[config.mk]
export PLATFORM = sky130hd
export DESIGN_NAME = prt_ctrl
export DESIGN_NICKNAME = d
export VERILOG_FILES = /design/src/hdl/prt_pkg.sv /design/src/hdl/prt_ctrl.sv
export SDC_FILE = /design/constraint.sdc
export NUM_CORES = 1
export LEC_CHECK = 0
export ABC_CLOCK_PERIOD_IN_PS = 850
export BUFFER_PORTS_ARGS = -buffer_cell sky130_fd_sc_hd__buf_4
export CAP_MARGIN = 20
export CORE_AREA = 4 4 41 43
export CTS_CLUSTER_SIZE = 14
export DETAILED_ROUTE_END_ITERATION = 10
export DIE_AREA = 0 0 45 47
export PLACE_DENSITY_LB_ADDON = 0.08
export SLEW_MARGIN = 5
export SYNTH_ARGS = -nofsm -noshare
export SYNTH_HDL_FRONTEND = slang
export SYNTH_SLANG_ARGS = --single-unit
[constraint.sdc]
create_clock -name aclk -period 0.85 [get_ports aclk]
set_input_delay 0.085 -clock aclk [delete_from_list [all_inputs] [get_ports aclk]]
set_output_delay 0.085 -clock aclk [all_outputs]
set_load 0.05 [all_outputs]
[src/hdl/prt_pkg.sv]
// Shared types and constants for the prefix route table.
// No dependencies; every other file but prt_ram imports this package.
package prt_pkg;

    localparam int TABLE_DEPTH = 32;
    localparam int MAX_PATHS   = 4;
    localparam int PORT_COUNT  = 16;

    localparam int IDX_W = $clog2(TABLE_DEPTH);
    localparam int CNT_W = $clog2(TABLE_DEPTH + 1);
    localparam int PC_W  = $clog2(MAX_PATHS + 1);
    localparam int PI_W  = (MAX_PATHS > 1) ? $clog2(MAX_PATHS) : 1;

    typedef enum logic [2:0] {
        REQ_INSERT    = 3'd0,
        REQ_MERGE     = 3'd1,
        REQ_DELETE    = 3'd2,
        REQ_PURGE     = 3'd3,
        REQ_LOOKUP    = 3'd4,
        REQ_PURGE_ALL = 3'd5
    } req_t;

    typedef enum logic [1:0] {
        STAT_OK         = 2'd0,
        STAT_NOT_FOUND  = 2'd1,
        STAT_TABLE_FULL = 2'd2,
        STAT_PATH_FULL  = 2'd3
    } status_t;

    typedef enum logic [1:0] {
        ST_IDLE,
        ST_SCAN,
        ST_DONE
    } state_t;

    typedef struct packed {
        logic [31:0]                  prefix;
        logic [31:0]                  mask;
        logic                         stat;
        logic [PC_W-1:0]              pcount;
        logic [MAX_PATHS-1:0][31:0]   gw;
        logic [MAX_PATHS-1:0][3:0]    port;
    } route_t;

    typedef struct packed {
        logic load;
        logic scan;
        logic finish;
    } dp_cmd_t;

    typedef struct packed {
        logic scan_done;
    } dp_stat_t;

endpackage

[src/hdl/prt_ctrl.sv]
// Request sequencer: accept, table scan, result hand-off.
// Depends on prt_pkg.
module prt_ctrl
    import prt_pkg::*;
(
    input  logic     aclk,
    input  logic     aresetn,
    input  logic     s_valid,
    output logic     s_ready,
    output logic     m_valid,
    input  logic     m_ready,
    output dp_cmd_t  cmd,
    input  dp_stat_t stat
);

    state_t state_reg, state_next;
    logic   m_valid_reg, m_valid_next;

    always_ff @(posedge aclk) begin
        if (!aresetn) begin
            state_reg   <= ST_IDLE;
            m_valid_reg <= 1'b0;
        end else begin
            state_reg   <= state_next;
            m_valid_reg <= m_valid_next;
        end
    end

    always_comb begin
        state_next   = state_reg;
        cmd          = '0;
        s_ready      = 1'b0;
        m_valid_next = (m_valid_reg && !m_ready);
        case (state_reg)
            ST_IDLE: begin
                s_ready = 1'b1;
                if (s_valid) begin
                    cmd.load   = 1'b1;
                    state_next = ST_SCAN;
                end
            end
            ST_SCAN: begin
                cmd.scan = 1'b1;
                if (stat.scan_done) begin
                    state_next = ST_DONE;
                end
            end
            ST_DONE: begin
                // wait for the output register to free up
                if (!m_valid_reg || m_ready) begin
                    cmd.finish   = 1'b1;
                    m_valid_next = 1'b1;
                    state_next   = ST_IDLE;
                end
            end
            default: state_next = ST_IDLE;
        endcase
    end

    assign m_valid = m_valid_reg;

endmodule

==> metrics <==
status=finished, violations left; failing checks=negative setup slack; register area=66.31 um2; critical path fanouts, max=3; Multi-input gate area=123.9 um2; Via density=3.396; peak supply drop=0.5316 mV; Clock power frac=0.418; Starting Density=0.1202; Pins Over Slew Limit=0; Avg Synthesized Cell Area=9.200 um2; DIE HEIGHT=47 um; Seq pwr share=0.266; YS warnings=0; share of layout cells above drive strength 1=0.7632; setup_tns=-1263 ps; Least-Margin Pin Slew=148.4 ps; area grow syn2layout=151.2%; cts hold-fix bufs=0; Clock Tree Root=clkbuf_4; relative slew slack=0.9019; most frequent cells in the layout=11 x buf_4, 4 x nand2b_1, 4 x buf_6; Pleak=0.1791 nW; Int Power=0.4179 mW; CTS tree=done; final std cells w/o fill=53; Tightest Hold Check Type=input port to flop; Worst setup EP type=output port; Worst EP arrival=1020 ps; H-tree Lvls=1; total grt overflow=0; pwr dens=1480 nW/um2; global-route wire length before repair=696 um; Setup Skew=2.656 ps; Post-Route WL=482 um; Routed Antenna Nets=0; Die X-Extent=45 um; Tmin final=1102 ps; Vias=180; Mapped Area=156.4 um2; dominant cell type by area after synthesis=dfxtp_1; FILL cells=150; CORE AREA=1301 um2; r2r setup slk=-190 ps; clk sinks=3; gr usage total=0.05047; GP Congestion=0.6590; Die ar.=2115 um2; Routed wire per std cell=9.094 um; Clk pin slew, worst setup/hold paths=30 ps; syn_nets=22; Max clock buf depth=2; final hold vios=0; ant diodes=0; number of flip-flops in the largest register=2; RSZ-0062 raised after global routing=yes; sw power=0.1635 mW; Logic pwr share=0.315; register bit total from synthesis=3; Placed Instances=46; vias in the first global route=179; Fmax=0.9074 GHz; post-synth top area share=0.3840; number of placement rows=13; synthesized instance count=17; commonest non-fill, non-tap cell in the layout=buf_4; Startpoint Class=flop; synth unique cells=10; DRC violations left=0; Seq/Total Area, Yosys=0.3840; fin crit share=1.297; sw frac=0.2812; Max-Cap Viols=0; Crit Path Category=flop to output port; Worst Path Required=760 ps; Final Net Count=44; largest net degree at the start of global routing=6; slack of the critical path=-252.0 ps; Initial DRT Pass Iterations=2; port bufs=9; I/O pin cnt=10; Num CTS Buffers=3; initial DRC count=1; initial antenna violation count=0; Synth area leaders=dfxtp_1 38%, nand2b_1 20%, nor2b_1 8.0%; clock latency on the worst-skew pair=230 ps; Setup-failing EPs final=7
## timing repair
action	CTS	global route
endpoints found under the setup margin	8	6
gates resized for setup	9	2
hold endpoints to repair	0	0
pin swaps	2	2
buffers inserted	1	2
## logic make-up (layout without fill, tap and decap cells)
group,count (synthesis),after routing,synth area share
simple gates,11,11,0.4640
compound gates,3,3,0.1520
flops,3,3,0.3840
buf+inv,0,21,0
## path summary, 6_finish.rpt
path / startpoint / depth (start not counted) / to
setup / recovery: state_reg[0] / 4 / cmd[2]
hold / removal: aresetn / 3 / state_reg[0]
setup reg to reg: state_reg[0] / 5 / state_reg[1]
hold reg to reg: m_valid / 2 / state_reg[1]
## per-stage QoR
stage                     hold WS, ps  total power [mW]  worst slack (ps)    util  instance area, um2
after detailed placement        355.5            0.3076            -82.54  0.2327               302.8
final                           115.3            0.5814            -252.0  0.3019               392.9
after floorplan                 214.4            0.2480            -172.7       -               178.9
after global placement          351.5            0.3079            -81.19  0.2327               302.8
after CTS                       108.7            0.5897            -272.5  0.2846               370.4
after global routing            122.0            0.6117            -297.5  0.3019               392.9
## synthesized netlist by cell type, drive strengths merged
master   instances
nand2b           5
dfxtp            3
a21boi           2
nor2b            2
a21oi            1
and2             1
nand3b           1
nand4bb          1
nor2             1
## routing by layer
metal | up-vias | GRT usage | part of all wire
met2 | 6 | 0.05650 | 0.50
li1 | 98 | - | -
met4 | 0 | 0.07018 | 0
met3 | 0 | 0.01533 | 0.083
met1 | 76 | 0.06335 | 0.41
met5 | - | 0 | 0
## cell type report
cell class | instances | area share
well taps | 15 | 0.04777
repair buffers | 17 | 0.4013
clock buffers | 4 | 0.06688
flip-flops and latches | 3 | 0.1688
multi-input cells | 14 | 0.3153
## worst max-delay path, cell delays in order (launching register included)
cell	delay, ps
dfxtp_2	320
buf_6	120
nor2_4	70
and2_4	140
buf_8	130
## power by group through the flow
stage	combinational [mW]	clock [mW]	sequential, mW
3_5_place_dp	0.151	0	0.157
4_1_cts	0.174	0.261	0.155
2_1_floorplan	0.0847	0	0.163
6_report	0.183	0.243	0.155
5_1_grt	0.194	0.262	0.156
3_3_place_gp	0.151	0	0.157
(Power assumes the default switching activity.)
